$ cat src/design/jts_pkg.sv
// ----------------------------------------------------------------------------
// jts_pkg
// Types, character constants and the control program of the JSON token
// serializer.
// ----------------------------------------------------------------------------
package jts_pkg;

	// token codes
	typedef enum logic [3:0] {
		ACT_PROP      = 4'd0,
		ACT_STR_BYTE  = 4'd1,
		ACT_STR_END   = 4'd2,
		ACT_STR_BEGIN = 4'd3,
		ACT_RAW_BYTE  = 4'd4,
		ACT_RAW_END   = 4'd5,
		ACT_OPEN_OBJ  = 4'd6,
		ACT_OPEN_ARR  = 4'd7,
		ACT_CLOSE     = 4'd8,
		ACT_FINISH    = 4'd9
	} action_t;

	typedef enum logic [1:0] {
		POS_ROOT  = 2'd0,
		POS_FIRST = 2'd1,
		POS_ITEM  = 2'd2,
		POS_VALUE = 2'd3
	} pos_t;

	// conditions a control word can test
	typedef enum logic [3:0] {
		C_NEVER, C_ALWAYS, C_COMMA, C_KEY, C_NOKEY, C_INKEY, C_NOINKEY,
		C_ESC, C_NOESC, C_DEPTH0, C_DEPTH_NZ, C_DEPTH1, C_DEPTH_GT1, C_FULL
	} cond_t;
	localparam int COND_N = 14;

	typedef enum logic [2:0] {
		SRC_LIT, SRC_IN, SRC_ESC1, SRC_ESC2, SRC_CLOSE
	} src_t;

	typedef enum logic [2:0] {
		PO_KEEP, PO_FIRST, PO_ITEM, PO_VALUE, PO_POP, PO_STR
	} pos_op_t;

	typedef enum logic [1:0] {
		KO_KEEP, KO_CLEAR, KO_LOAD
	} key_op_t;

	typedef enum logic [1:0] {
		SO_NONE, SO_PUSH_OBJ, SO_PUSH_ARR, SO_POP
	} stk_op_t;

	typedef enum logic [1:0] {
		BR_NEXT, BR_END_IF, BR_JUMP_IF, BR_JUMP_ELSE_END
	} br_t;

	localparam int PC_W = 5;
	typedef logic [PC_W-1:0] pc_t;

	typedef struct packed {
		cond_t   emit_cond;
		src_t    src;
		logic [7:0] lit;
		cond_t   last_cond;
		logic    fail_out;
		logic    set_fail;
		pos_op_t pos_op;
		key_op_t key_op;
		stk_op_t stk_op;
		br_t     br;
		cond_t   br_cond;
		pc_t     target;
	} cw_t;

	typedef struct packed {
		logic run;
		cw_t  cw;
	} seq_ctl_t;

	typedef struct packed {
		logic hold;
		logic br_hit;
		logic failed;
	} dp_sts_t;

	// characters
	localparam logic [7:0] CH_LBRACE = 8'h7B;
	localparam logic [7:0] CH_RBRACE = 8'h7D;
	localparam logic [7:0] CH_LBRACK = 8'h5B;
	localparam logic [7:0] CH_RBRACK = 8'h5D;
	localparam logic [7:0] CH_COLON  = 8'h3A;
	localparam logic [7:0] CH_COMMA  = 8'h2C;
	localparam logic [7:0] CH_QUOTE  = 8'h22;
	localparam logic [7:0] CH_BSLASH = 8'h5C;
	localparam logic [7:0] CH_BS     = 8'h08;
	localparam logic [7:0] CH_FF     = 8'h0C;
	localparam logic [7:0] CH_LF     = 8'h0A;
	localparam logic [7:0] CH_CR     = 8'h0D;
	localparam logic [7:0] CH_TAB    = 8'h09;

	// second byte of an escape, zero when the byte goes out as is
	function automatic logic [7:0] esc_code(input logic [7:0] c);
		logic [7:0] e;
		unique case (c)
			CH_BSLASH: e = CH_BSLASH;
			CH_QUOTE:  e = CH_QUOTE;
			CH_BS:     e = 8'h62;
			CH_FF:     e = 8'h66;
			CH_LF:     e = 8'h6E;
			CH_CR:     e = 8'h72;
			CH_TAB:    e = 8'h74;
			default:   e = 8'h00;
		endcase
		return e;
	endfunction

	// program addresses
	localparam pc_t PC_FAIL     = 5'd0;
	localparam pc_t PC_P_ROOT   = 5'd1;
	localparam pc_t PC_P_RCOMMA = 5'd2;
	localparam pc_t PC_P_OPEN   = 5'd3;
	localparam pc_t PC_P_COMMA  = 5'd4;
	localparam pc_t PC_P_KEY    = 5'd5;
	localparam pc_t PC_S_HEAD   = 5'd6;
	localparam pc_t PC_S_TAIL   = 5'd7;
	localparam pc_t PC_E_QUOTE  = 5'd8;
	localparam pc_t PC_E_COLON  = 5'd9;
	localparam pc_t PC_V_QUOTE  = 5'd10;
	localparam pc_t PC_RAW      = 5'd11;
	localparam pc_t PC_RAW_END  = 5'd12;
	localparam pc_t PC_OO_CHK   = 5'd13;
	localparam pc_t PC_OO_COMMA = 5'd14;
	localparam pc_t PC_OO_OPEN  = 5'd15;
	localparam pc_t PC_OA_CHK   = 5'd16;
	localparam pc_t PC_OA_COMMA = 5'd17;
	localparam pc_t PC_OA_OPEN  = 5'd18;
	localparam pc_t PC_CL_CHK   = 5'd19;
	localparam pc_t PC_CL_POP   = 5'd20;
	localparam pc_t PC_FN_CHK   = 5'd21;
	localparam pc_t PC_FN_POP   = 5'd22;

	localparam cw_t CW_NOP = '{
		emit_cond: C_NEVER, src: SRC_LIT, lit: 8'h00, last_cond: C_NEVER,
		fail_out: 1'b0, set_fail: 1'b0, pos_op: PO_KEEP, key_op: KO_KEEP,
		stk_op: SO_NONE, br: BR_NEXT, br_cond: C_NEVER, target: PC_FAIL
	};

	function automatic pc_t entry_pc(input logic [3:0] action);
		pc_t pc;
		unique case (action)
			ACT_PROP:      pc = PC_P_ROOT;
			ACT_STR_BYTE:  pc = PC_S_HEAD;
			ACT_STR_END:   pc = PC_E_QUOTE;
			ACT_STR_BEGIN: pc = PC_V_QUOTE;
			ACT_RAW_BYTE:  pc = PC_RAW;
			ACT_RAW_END:   pc = PC_RAW_END;
			ACT_OPEN_OBJ:  pc = PC_OO_CHK;
			ACT_OPEN_ARR:  pc = PC_OA_CHK;
			ACT_CLOSE:     pc = PC_CL_CHK;
			ACT_FINISH:    pc = PC_FN_CHK;
			default:       pc = PC_FAIL;
		endcase
		return pc;
	endfunction

	// control program
	function automatic cw_t rom(input pc_t pc);
		cw_t cw;
		cw = CW_NOP;
		unique case (pc)
			PC_FAIL: begin
				cw.emit_cond = C_ALWAYS;
				cw.last_cond = C_ALWAYS;
				cw.fail_out  = 1'b1;
				cw.set_fail  = 1'b1;
				cw.br        = BR_END_IF;
				cw.br_cond   = C_ALWAYS;
			end
			PC_P_ROOT: begin
				cw.br      = BR_JUMP_IF;
				cw.br_cond = C_DEPTH_NZ;
				cw.target  = PC_P_COMMA;
			end
			PC_P_RCOMMA: begin
				cw.emit_cond = C_COMMA;
				cw.lit       = CH_COMMA;
			end
			PC_P_OPEN: begin
				cw.emit_cond = C_ALWAYS;
				cw.lit       = CH_LBRACE;
				cw.last_cond = C_NOKEY;
				cw.stk_op    = SO_PUSH_OBJ;
				cw.pos_op    = PO_FIRST;
			end
			PC_P_COMMA: begin
				cw.emit_cond = C_COMMA;
				cw.lit       = CH_COMMA;
				cw.last_cond = C_NOKEY;
			end
			PC_P_KEY: begin
				cw.emit_cond = C_KEY;
				cw.lit       = CH_QUOTE;
				cw.last_cond = C_ALWAYS;
				cw.key_op    = KO_LOAD;
				cw.pos_op    = PO_VALUE;
				cw.br        = BR_END_IF;
				cw.br_cond   = C_ALWAYS;
			end
			PC_S_HEAD: begin
				cw.emit_cond = C_ALWAYS;
				cw.src       = SRC_ESC1;
				cw.last_cond = C_NOESC;
				cw.br        = BR_END_IF;
				cw.br_cond   = C_NOESC;
			end
			PC_S_TAIL: begin
				cw.emit_cond = C_ALWAYS;
				cw.src       = SRC_ESC2;
				cw.last_cond = C_ALWAYS;
				cw.br        = BR_END_IF;
				cw.br_cond   = C_ALWAYS;
			end
			PC_E_QUOTE: begin
				cw.emit_cond = C_ALWAYS;
				cw.lit       = CH_QUOTE;
				cw.last_cond = C_NOINKEY;
				cw.pos_op    = PO_STR;
				cw.br        = BR_END_IF;
				cw.br_cond   = C_NOINKEY;
			end
			PC_E_COLON: begin
				cw.emit_cond = C_ALWAYS;
				cw.lit       = CH_COLON;
				cw.last_cond = C_ALWAYS;
				cw.key_op    = KO_CLEAR;
				cw.br        = BR_END_IF;
				cw.br_cond   = C_ALWAYS;
			end
			PC_V_QUOTE: begin
				cw.emit_cond = C_ALWAYS;
				cw.lit       = CH_QUOTE;
				cw.last_cond = C_ALWAYS;
				cw.key_op    = KO_CLEAR;
				cw.br        = BR_END_IF;
				cw.br_cond   = C_ALWAYS;
			end
			PC_RAW: begin
				cw.emit_cond = C_ALWAYS;
				cw.src       = SRC_IN;
				cw.last_cond = C_ALWAYS;
				cw.br        = BR_END_IF;
				cw.br_cond   = C_ALWAYS;
			end
			PC_RAW_END: begin
				cw.pos_op  = PO_ITEM;
				cw.br      = BR_END_IF;
				cw.br_cond = C_ALWAYS;
			end
			PC_OO_CHK, PC_OA_CHK: begin
				cw.br      = BR_JUMP_IF;
				cw.br_cond = C_FULL;
				cw.target  = PC_FAIL;
			end
			PC_OO_COMMA, PC_OA_COMMA: begin
				cw.emit_cond = C_COMMA;
				cw.lit       = CH_COMMA;
			end
			PC_OO_OPEN: begin
				cw.emit_cond = C_ALWAYS;
				cw.lit       = CH_LBRACE;
				cw.last_cond = C_ALWAYS;
				cw.stk_op    = SO_PUSH_OBJ;
				cw.pos_op    = PO_FIRST;
				cw.br        = BR_END_IF;
				cw.br_cond   = C_ALWAYS;
			end
			PC_OA_OPEN: begin
				cw.emit_cond = C_ALWAYS;
				cw.lit       = CH_LBRACK;
				cw.last_cond = C_ALWAYS;
				cw.stk_op    = SO_PUSH_ARR;
				cw.pos_op    = PO_FIRST;
				cw.br        = BR_END_IF;
				cw.br_cond   = C_ALWAYS;
			end
			PC_CL_CHK: begin
				cw.br      = BR_JUMP_IF;
				cw.br_cond = C_DEPTH0;
				cw.target  = PC_FAIL;
			end
			PC_CL_POP: begin
				cw.emit_cond = C_ALWAYS;
				cw.src       = SRC_CLOSE;
				cw.last_cond = C_ALWAYS;
				cw.stk_op    = SO_POP;
				cw.pos_op    = PO_POP;
				cw.br        = BR_END_IF;
				cw.br_cond   = C_ALWAYS;
			end
			PC_FN_CHK: begin
				cw.br      = BR_END_IF;
				cw.br_cond = C_DEPTH0;
			end
			PC_FN_POP: begin
				cw.emit_cond = C_ALWAYS;
				cw.src       = SRC_CLOSE;
				cw.last_cond = C_DEPTH1;
				cw.stk_op    = SO_POP;
				cw.pos_op    = PO_POP;
				cw.br        = BR_JUMP_ELSE_END;
				cw.br_cond   = C_DEPTH_GT1;
				cw.target    = PC_FN_POP;
			end
			default: begin
				cw.br      = BR_END_IF;
				cw.br_cond = C_ALWAYS;
			end
		endcase
		return cw;
	endfunction

endpackage

$ cat src/design/jts_if.sv
// ----------------------------------------------------------------------------
// jts_in_if / jts_out_if
// Token channel and text channel, valid/ready handshake.
// ----------------------------------------------------------------------------
interface jts_in_if;
	logic       valid;
	logic       ready;
	logic [3:0] action;
	logic [7:0] in_byte;
	logic       has_key;

	modport source (output valid, output action, output in_byte, output has_key,
		input ready);
	modport sink (input valid, input action, input in_byte, input has_key,
		output ready);
endinterface

interface jts_out_if;
	logic       valid;
	logic       ready;
	logic [7:0] out_byte;
	logic       last;
	logic       failed;

	modport source (output valid, output out_byte, output last, output failed,
		input ready);
	modport sink (input valid, input out_byte, input last, input failed,
		output ready);
endinterface

$ cat src/design/json_token_serializer.sv
// ----------------------------------------------------------------------------
// json_token_serializer
// Turns JSON writing tokens into output text, one byte per output word.
// ----------------------------------------------------------------------------
// Each token runs a short routine from a control store, one step per cycle
// while no step is held, with one output byte at most per step. Open and
// close tokens begin with a depth check step, a property that opens the root
// object first writes its opening brace, an escaped string byte writes a
// backslash and then its escape code, a key end writes the closing quote and
// then a colon, and finish writes one close byte per open level. A step that
// has a byte ready while the previous output word is still untaken is held
// until that word is taken. Unused token codes are taken and dropped without
// starting a routine. After a depth overflow or a close at root every token of
// a used code answers with a single failed word (byte 0, last set) until reset.
// ----------------------------------------------------------------------------
module json_token_serializer
	import jts_pkg::*;
#(
	parameter int MAX_DEPTH = 16
) (
	input  logic      clk,
	input  logic      arst_n,
	jts_in_if.sink    tokens,
	jts_out_if.source text
);

	logic     accept;
	logic     ready;
	seq_ctl_t ctl;
	dp_sts_t  sts;

	assign tokens.ready = ready;
	assign accept       = tokens.valid && ready;

	jts_seq u_seq (
		.clk    (clk),
		.arst_n (arst_n),
		.accept (accept),
		.action (tokens.action),
		.sts    (sts),
		.ctl    (ctl),
		.ready  (ready)
	);

	jts_dp #(
		.MAX_DEPTH (MAX_DEPTH)
	) u_dp (
		.clk     (clk),
		.arst_n  (arst_n),
		.accept  (accept),
		.in_byte (tokens.in_byte),
		.has_key (tokens.has_key),
		.ctl     (ctl),
		.sts     (sts),
		.txt     (text)
	);

endmodule

$ cat src/design/jts_seq.sv
// ----------------------------------------------------------------------------
// jts_seq
// Step counter and control store: dispatches a token to its routine and walks
// it one control word per cycle unless held, branching on datapath conditions.
// ----------------------------------------------------------------------------
module jts_seq
	import jts_pkg::*;
(
	input  logic       clk,
	input  logic       arst_n,
	input  logic       accept,
	input  logic [3:0] action,
	input  dp_sts_t    sts,
	output seq_ctl_t   ctl,
	output logic       ready
);

	logic busy_q, busy_d;
	pc_t  pc_q, pc_d;
	cw_t  cw;

	assign cw        = rom(pc_q);
	assign ctl.run   = busy_q;
	assign ctl.cw    = cw;
	assign ready     = !busy_q;

	always_comb begin
		busy_d = busy_q;
		pc_d   = pc_q;
		if (accept) begin
			// drop unused token codes without starting a routine
			if (action <= ACT_FINISH) begin
				busy_d = 1'b1;
				pc_d   = sts.failed ? PC_FAIL : entry_pc(action);
			end
		end else if (busy_q && !sts.hold) begin
			unique case (cw.br)
				BR_NEXT: pc_d = pc_q + pc_t'(1);
				BR_END_IF: begin
					if (sts.br_hit) busy_d = 1'b0;
					else pc_d = pc_q + pc_t'(1);
				end
				BR_JUMP_IF: pc_d = sts.br_hit ? cw.target : pc_q + pc_t'(1);
				BR_JUMP_ELSE_END: begin
					if (sts.br_hit) pc_d = cw.target;
					else busy_d = 1'b0;
				end
				default: busy_d = 1'b0;
			endcase
		end
	end

	always_ff @(posedge clk or negedge arst_n) begin
		if (!arst_n) begin
			busy_q <= 1'b0;
			pc_q   <= PC_FAIL;
		end else begin
			busy_q <= busy_d;
			pc_q   <= pc_d;
		end
	end

endmodule

$ cat src/design/jts_dp.sv
// ----------------------------------------------------------------------------
// jts_dp
// Writer state (depth, kind stack, position, key flag, failure flag), token
// latch, condition flags for the control program and the output word register.
// ----------------------------------------------------------------------------
module jts_dp
	import jts_pkg::*;
#(
	parameter int MAX_DEPTH = 16
) (
	input  logic       clk,
	input  logic       arst_n,
	input  logic       accept,
	input  logic [7:0] in_byte,
	input  logic       has_key,
	input  seq_ctl_t   ctl,
	output dp_sts_t    sts,
	jts_out_if.source  txt
);

	localparam int DW = $clog2(MAX_DEPTH + 1);
	localparam int IW = (MAX_DEPTH > 1) ? $clog2(MAX_DEPTH) : 1;

	logic [DW-1:0]  depth_q;
	logic           kind_q [MAX_DEPTH];
	pos_t           pos_q;
	logic           in_key_q;
	logic           fail_q;
	logic [7:0]     byte_q;
	logic           key_q;

	logic           out_valid_q;
	logic [7:0]     out_byte_q;
	logic           out_last_q;
	logic           out_failed_q;

	logic [COND_N-1:0] cv;
	logic [7:0]     esc;
	logic [IW-1:0]  top_idx;
	logic [IW-1:0]  push_idx;
	logic [7:0]     sel_byte;
	logic           emit_now;
	logic           hold;
	logic           fire;
	cw_t            cw;

	assign cw       = ctl.cw;
	assign esc      = esc_code(byte_q);
	assign top_idx  = IW'(depth_q - DW'(1));
	assign push_idx = depth_q[IW-1:0];

	always_comb begin
		cv              = '0;
		cv[C_ALWAYS]    = 1'b1;
		cv[C_COMMA]     = (pos_q == POS_ITEM);
		cv[C_KEY]       = key_q;
		cv[C_NOKEY]     = !key_q;
		cv[C_INKEY]     = in_key_q;
		cv[C_NOINKEY]   = !in_key_q;
		cv[C_ESC]       = (esc != 8'h00);
		cv[C_NOESC]     = (esc == 8'h00);
		cv[C_DEPTH0]    = (depth_q == '0);
		cv[C_DEPTH_NZ]  = (depth_q != '0);
		cv[C_DEPTH1]    = (depth_q == DW'(1));
		cv[C_DEPTH_GT1] = (depth_q > DW'(1));
		cv[C_FULL]      = (depth_q >= DW'(MAX_DEPTH));
	end

	always_comb begin
		unique case (cw.src)
			SRC_LIT:   sel_byte = cw.lit;
			SRC_IN:    sel_byte = byte_q;
			SRC_ESC1:  sel_byte = cv[C_ESC] ? CH_BSLASH : byte_q;
			SRC_ESC2:  sel_byte = esc;
			SRC_CLOSE: sel_byte = kind_q[top_idx] ? CH_RBRACE : CH_RBRACK;
			default:   sel_byte = cw.lit;
		endcase
	end

	// hold an emitting step while the output word is still waiting
	assign emit_now = cv[cw.emit_cond];
	assign hold     = ctl.run && emit_now && out_valid_q && !txt.ready;
	assign fire     = ctl.run && !hold;

	assign sts.hold   = hold;
	assign sts.br_hit = cv[cw.br_cond];
	assign sts.failed = fail_q;

	assign txt.valid    = out_valid_q;
	assign txt.out_byte = out_byte_q;
	assign txt.last     = out_last_q;
	assign txt.failed   = out_failed_q;

	always_ff @(posedge clk) begin
		if (accept) begin
			byte_q <= in_byte;
			key_q  <= has_key;
		end
		if (fire && emit_now) begin
			out_byte_q   <= sel_byte;
			out_last_q   <= cv[cw.last_cond];
			out_failed_q <= cw.fail_out;
		end
	end

	always_ff @(posedge clk or negedge arst_n) begin
		if (!arst_n) begin
			out_valid_q <= 1'b0;
			depth_q     <= '0;
			pos_q       <= POS_ROOT;
			in_key_q    <= 1'b0;
			fail_q      <= 1'b0;
			for (int i = 0; i < MAX_DEPTH; i++) kind_q[i] <= 1'b0;
		end else begin
			if (fire && emit_now) out_valid_q <= 1'b1;
			else if (txt.ready) out_valid_q <= 1'b0;

			if (fire) begin
				if (cw.set_fail) fail_q <= 1'b1;

				unique case (cw.pos_op)
					PO_KEEP:  pos_q <= pos_q;
					PO_FIRST: pos_q <= POS_FIRST;
					PO_ITEM:  pos_q <= POS_ITEM;
					PO_VALUE: pos_q <= POS_VALUE;
					PO_POP:   pos_q <= cv[C_DEPTH1] ? POS_ROOT : POS_ITEM;
					PO_STR:   pos_q <= in_key_q ? POS_VALUE : POS_ITEM;
					default:  pos_q <= pos_q;
				endcase

				unique case (cw.key_op)
					KO_KEEP:  in_key_q <= in_key_q;
					KO_CLEAR: in_key_q <= 1'b0;
					KO_LOAD:  in_key_q <= key_q;
					default:  in_key_q <= in_key_q;
				endcase

				unique case (cw.stk_op)
					SO_NONE: depth_q <= depth_q;
					SO_PUSH_OBJ: begin
						kind_q[push_idx] <= 1'b1;
						depth_q          <= depth_q + DW'(1);
					end
					SO_PUSH_ARR: begin
						kind_q[push_idx] <= 1'b0;
						depth_q          <= depth_q + DW'(1);
					end
					SO_POP:  depth_q <= depth_q - DW'(1);
					default: depth_q <= depth_q;
				endcase
			end
		end
	end

endmodule

$ cat src/flat_wrapper.sv
// flat-port wrapper written by rule: the top's interface ports become plain ports
module json_token_serializer_flat import jts_pkg::*;
#(
	parameter int MAX_DEPTH = 16
)
  (clk, arst_n, tokens_valid, tokens_action, tokens_in_byte, tokens_has_key, tokens_ready, text_valid, text_out_byte, text_last, text_failed, text_ready);
  jts_in_if tokens_i ();
  jts_out_if text_i ();
  input  logic clk;
  input  logic arst_n;
  input wire logic [$bits(tokens_i.valid)-1:0] tokens_valid;
  input wire logic [$bits(tokens_i.action)-1:0] tokens_action;
  input wire logic [$bits(tokens_i.in_byte)-1:0] tokens_in_byte;
  input wire logic [$bits(tokens_i.has_key)-1:0] tokens_has_key;
  output wire logic [$bits(tokens_i.ready)-1:0] tokens_ready;
  output wire logic [$bits(text_i.valid)-1:0] text_valid;
  output wire logic [$bits(text_i.out_byte)-1:0] text_out_byte;
  output wire logic [$bits(text_i.last)-1:0] text_last;
  output wire logic [$bits(text_i.failed)-1:0] text_failed;
  input wire logic [$bits(text_i.ready)-1:0] text_ready;
  assign tokens_i.valid = tokens_valid;
  assign tokens_i.action = tokens_action;
  assign tokens_i.in_byte = tokens_in_byte;
  assign tokens_i.has_key = tokens_has_key;
  assign tokens_ready = tokens_i.ready;
  assign text_valid = text_i.valid;
  assign text_out_byte = text_i.out_byte;
  assign text_last = text_i.last;
  assign text_failed = text_i.failed;
  assign text_i.ready = text_ready;
  json_token_serializer #(.MAX_DEPTH(MAX_DEPTH)) u_core (.clk(clk), .arst_n(arst_n), .tokens(tokens_i), .text(text_i));
endmodule
$ cat config.mk
export PLATFORM = sky130hd
export DESIGN_NAME = json_token_serializer_flat
export DESIGN_NICKNAME = d
export VERILOG_FILES = /design/src/design/jts_pkg.sv /design/src/design/jts_if.sv /design/src/design/json_token_serializer.sv /design/src/design/jts_seq.sv /design/src/design/jts_dp.sv /design/src/flat_wrapper.sv
export SDC_FILE = /design/constraint.sdc
export NUM_CORES = 1
export LEC_CHECK = 0
export ABC_AREA = 1
export BUFFER_PORTS_ARGS = -buffer_cell sky130_fd_sc_hd__buf_2
export CORE_UTILIZATION = 50
export DETAILED_ROUTE_END_ITERATION = 8
export GPL_TIMING_DRIVEN = 0
export HOLD_SLACK_MARGIN = 0.15
export PLACE_DENSITY = 0.71
export SETUP_SLACK_MARGIN = 0.1
export SYNTH_ARGS = -nofsm -noshare
export SYNTH_HDL_FRONTEND = slang
export SYNTH_SLANG_ARGS = --single-unit
$ cat constraint.sdc
create_clock -name clk -period 4.7 [get_ports clk]
set_input_delay 0.47 -clock clk [delete_from_list [all_inputs] [get_ports clk]]
set_output_delay 0.47 -clock clk [all_outputs]
set_load 0.01 [all_outputs]
==> results.ini <==
[layout]
final_util=0.573
diodes=0
drive_gt1_frac=0.112
fin_nets=625
area_growth_pct=9.42
nFillCells=689

[clock_tree]
postCtsSetupRepairBufs=0
hold_buffers=0
htree_levels=2
cts_buffer_depth=2
cts_tree=yes
clk_pin_slew_ps=110
cts_resized=0
clock-sinks=51
numCtsBuffers=5
ctsRootBufferMaster=clkbuf_8
clkLatencyLatePin_ps=320

[power]
ir_drop_v=0.000359
leakage_uw=0.00216
power.density_mw_per_mm2=783

[synth]
synthCells=555
synth_nets=590
synth-async-reset-ratio=0.627
synth_ff_type=dfrtp_1
synth_edf_count=19
ys_warn_count=0
yosysSeqAreaShare=0.357
syn_area_mm2=0.00384
synth.avg_cell_area_um2=6.92
ys_ff_latch=51
synth_cell_types=42

[floorplan]
rows=31
die-area_mm2=0.00803
coreArea_mm2=0.00733
io_pins=29
fp.dieH_um=89.6
initial_core_util=0.524
die-width_um=89.6

[sta]
fmax_mhz=324
max_slew_margin=0.387
setup_tns_ps=0
finalSetupViolCount=0
fin_crit_ps=3090
final_max_slew_viol_count=0
worstMarginPinSlew_ps=916
rsz0062_at_grt=no
hold_violations=0
min_period_over_period=0.658
skew_ps=9.82

[global_route]
grt-ovfl-total=0
grtUsageTotal=0.246
grt_pass1_vias=3369
grt_max_degree=33
grt_first_pass_wirelength_mm=15.2
antenna_found_initial=0

[placement]
port_buffers=28
dp_hpwl_mm=7.28
place_congestion=0.937

[route]
wl_per_cell_um=13.4
drc=0
drt-vias-per-instance=5.39
drt-total-wl_mm=9.22
top_layer=met4
wl_met2_mm=4.65
drtAntennaViolNets=0
wl_met1_mm=3.99
num_vias=3720
drt_iter0_markers=177
dr.pass1.iters=5
met3_length_um=419

[critical_path]
cp_max_fo=10
worst_path_max_delay_cell=nor3_1
r2r_slack_ps=1610
critPathArrivalTime_ps=3040
worstPathCellList=inv_1 -> ha_1 -> inv_1 -> nor3_1 -> nor3_2 -> nand3_1 -> nand3_1 -> nor2_1
cp-start-kind=flop
critPathTopFamily=simple AND/OR/NAND/NOR gates
path_class=flop to flop
cp.required_ps=4640
worst_setup_path_end_kind=flop
slowest_delay_ps=700
path_buf_inv=2

[status]
run_status=finished clean

[flow_run]
cap_viol_max_count=0

[min_path]
worstHoldPathType=primary input to asynchronous set/reset pin

==> cells in the mapped netlist, types with 2 or more instances <==
cell / count / area (µm²)
nor2_1: 62 / 233
inv_1: 74 / 278
nand2_1: 151 / 567
clkbuf_1: 3 / 11.3
ha_1: 18 / 225
nand3_2: 3 / 30.0
a31oi_1: 2 / 12.5
inv_2: 6 / 22.5
nand2_2: 2 / 12.5
nand3_1: 58 / 290
o31ai_1: 2 / 15.0
edfxtp_1: 19 / 571
o21ai_2: 2 / 17.5
o21ai_1: 10 / 50.1
a21oi_1: 26 / 130
nor3_1: 6 / 30.0
xnor2_1: 2 / 17.5
nor2_4: 3 / 33.8
nor2_2: 5 / 31.3
dfrtp_1: 32 / 801
o21ai_0: 35 / 175
o211ai_1: 3 / 22.5
nor4_1: 2 / 12.5
nand4_1: 9 / 56.3
xor2_1: 3 / 26.3
==> placed cells by master, fill, tap and decap left out, drive strengths merged, types with 8 or more instances in the layout <==
cell type	n
a21oi	27
buf	30
clkbuf	8
dfrtp	32
edfxtp	19
ha	18
inv	81
nand2	154
nand3	62
nand4	10
nor2	70
o21ai	47
==> power by group <==
part           internal [µW]  leakage (µW)  switching, µW
Clock                    111     0.0000502            169
Combinational            713       0.00152           1470
Sequential               698      0.000583            128
==> path summary, 6_finish.rpt <==
kind / cells past startpoint / from / end
worst max register to register: 8 / u_core.u_seq.pc_q[0]$_DFFE_PN0P_ / u_core.u_dp.txt.out_byte[4]$_DFFE_PP_
max in group asynchronous: 1 / arst_n / u_core.u_seq.pc_q[3]$_DFFE_PN0P_
worst min-delay path: 1 / arst_n / u_core.u_dp.txt.valid$_DFFE_PN0P_
worst min register to register: 1 / u_core.u_dp.depth_q[4]$_DFFE_PN0P_ / u_core.u_dp.depth_q[4]$_DFFE_PN0P_
min in group clk: 1 / tokens_has_key / u_core.u_dp.key_q$_DFFE_PP_
worst max-delay path: 8 / u_core.u_seq.pc_q[0]$_DFFE_PN0P_ / u_core.u_dp.txt.out_byte[4]$_DFFE_PP_
==> metrics by stage <==
stage / worst slack [ps] / cell area (µm²) / hold WS (ps) / total power [µW] / std cells
floorplan: 2300 / 3840 / 174 / 2460 / 555
CTS: 1560 / 4200 / 234 / 3280 / 690
global route: 1450 / 4200 / 268 / 3610 / 690
finish: 1610 / 4200 / 210 / 3290 / 690
global placement: 1670 / 4100 / 457 / 2930 / 682
detailed placement: 1600 / 4100 / 457 / 2990 / 682
==> area by class of cell <==
type	instances	area, µm²	share of cell area
clock inverter	3	28.8	0.00685
inverter	80	300	0.0715
clock buffer	5	68.8	0.0164
sequential	51	1370	0.326
buffer	5	30.0	0.00715
tap	99	124	0.0295
timing repair buffer	28	140	0.0334
multi-input combinational	419	2140	0.509
==> kinds of logic (layout without fill, tap and decap cells) <==
group                      count (synthesis)  after routing  share of synthesized area
AOI/OAI and AO/OA                         89             89                      0.130
DFF                                       51             51                      0.357
adders and majority gates                 18             18                     0.0587
xor gates and xnor gates                   5              5                     0.0114
and+or+nand+nor                          306            306                      0.354
muxes                                      1              1                    0.00261
buffers and inverters                     85            121                     0.0861
==> per-layer routing <==
layer  up-vias  GRT usage
met3        17     0.0366
li1       1899          -
met2       101      0.450
met5         -          0
met4         0     0.0664
met1      1703      0.300
(Power assumes the default switching activity.)
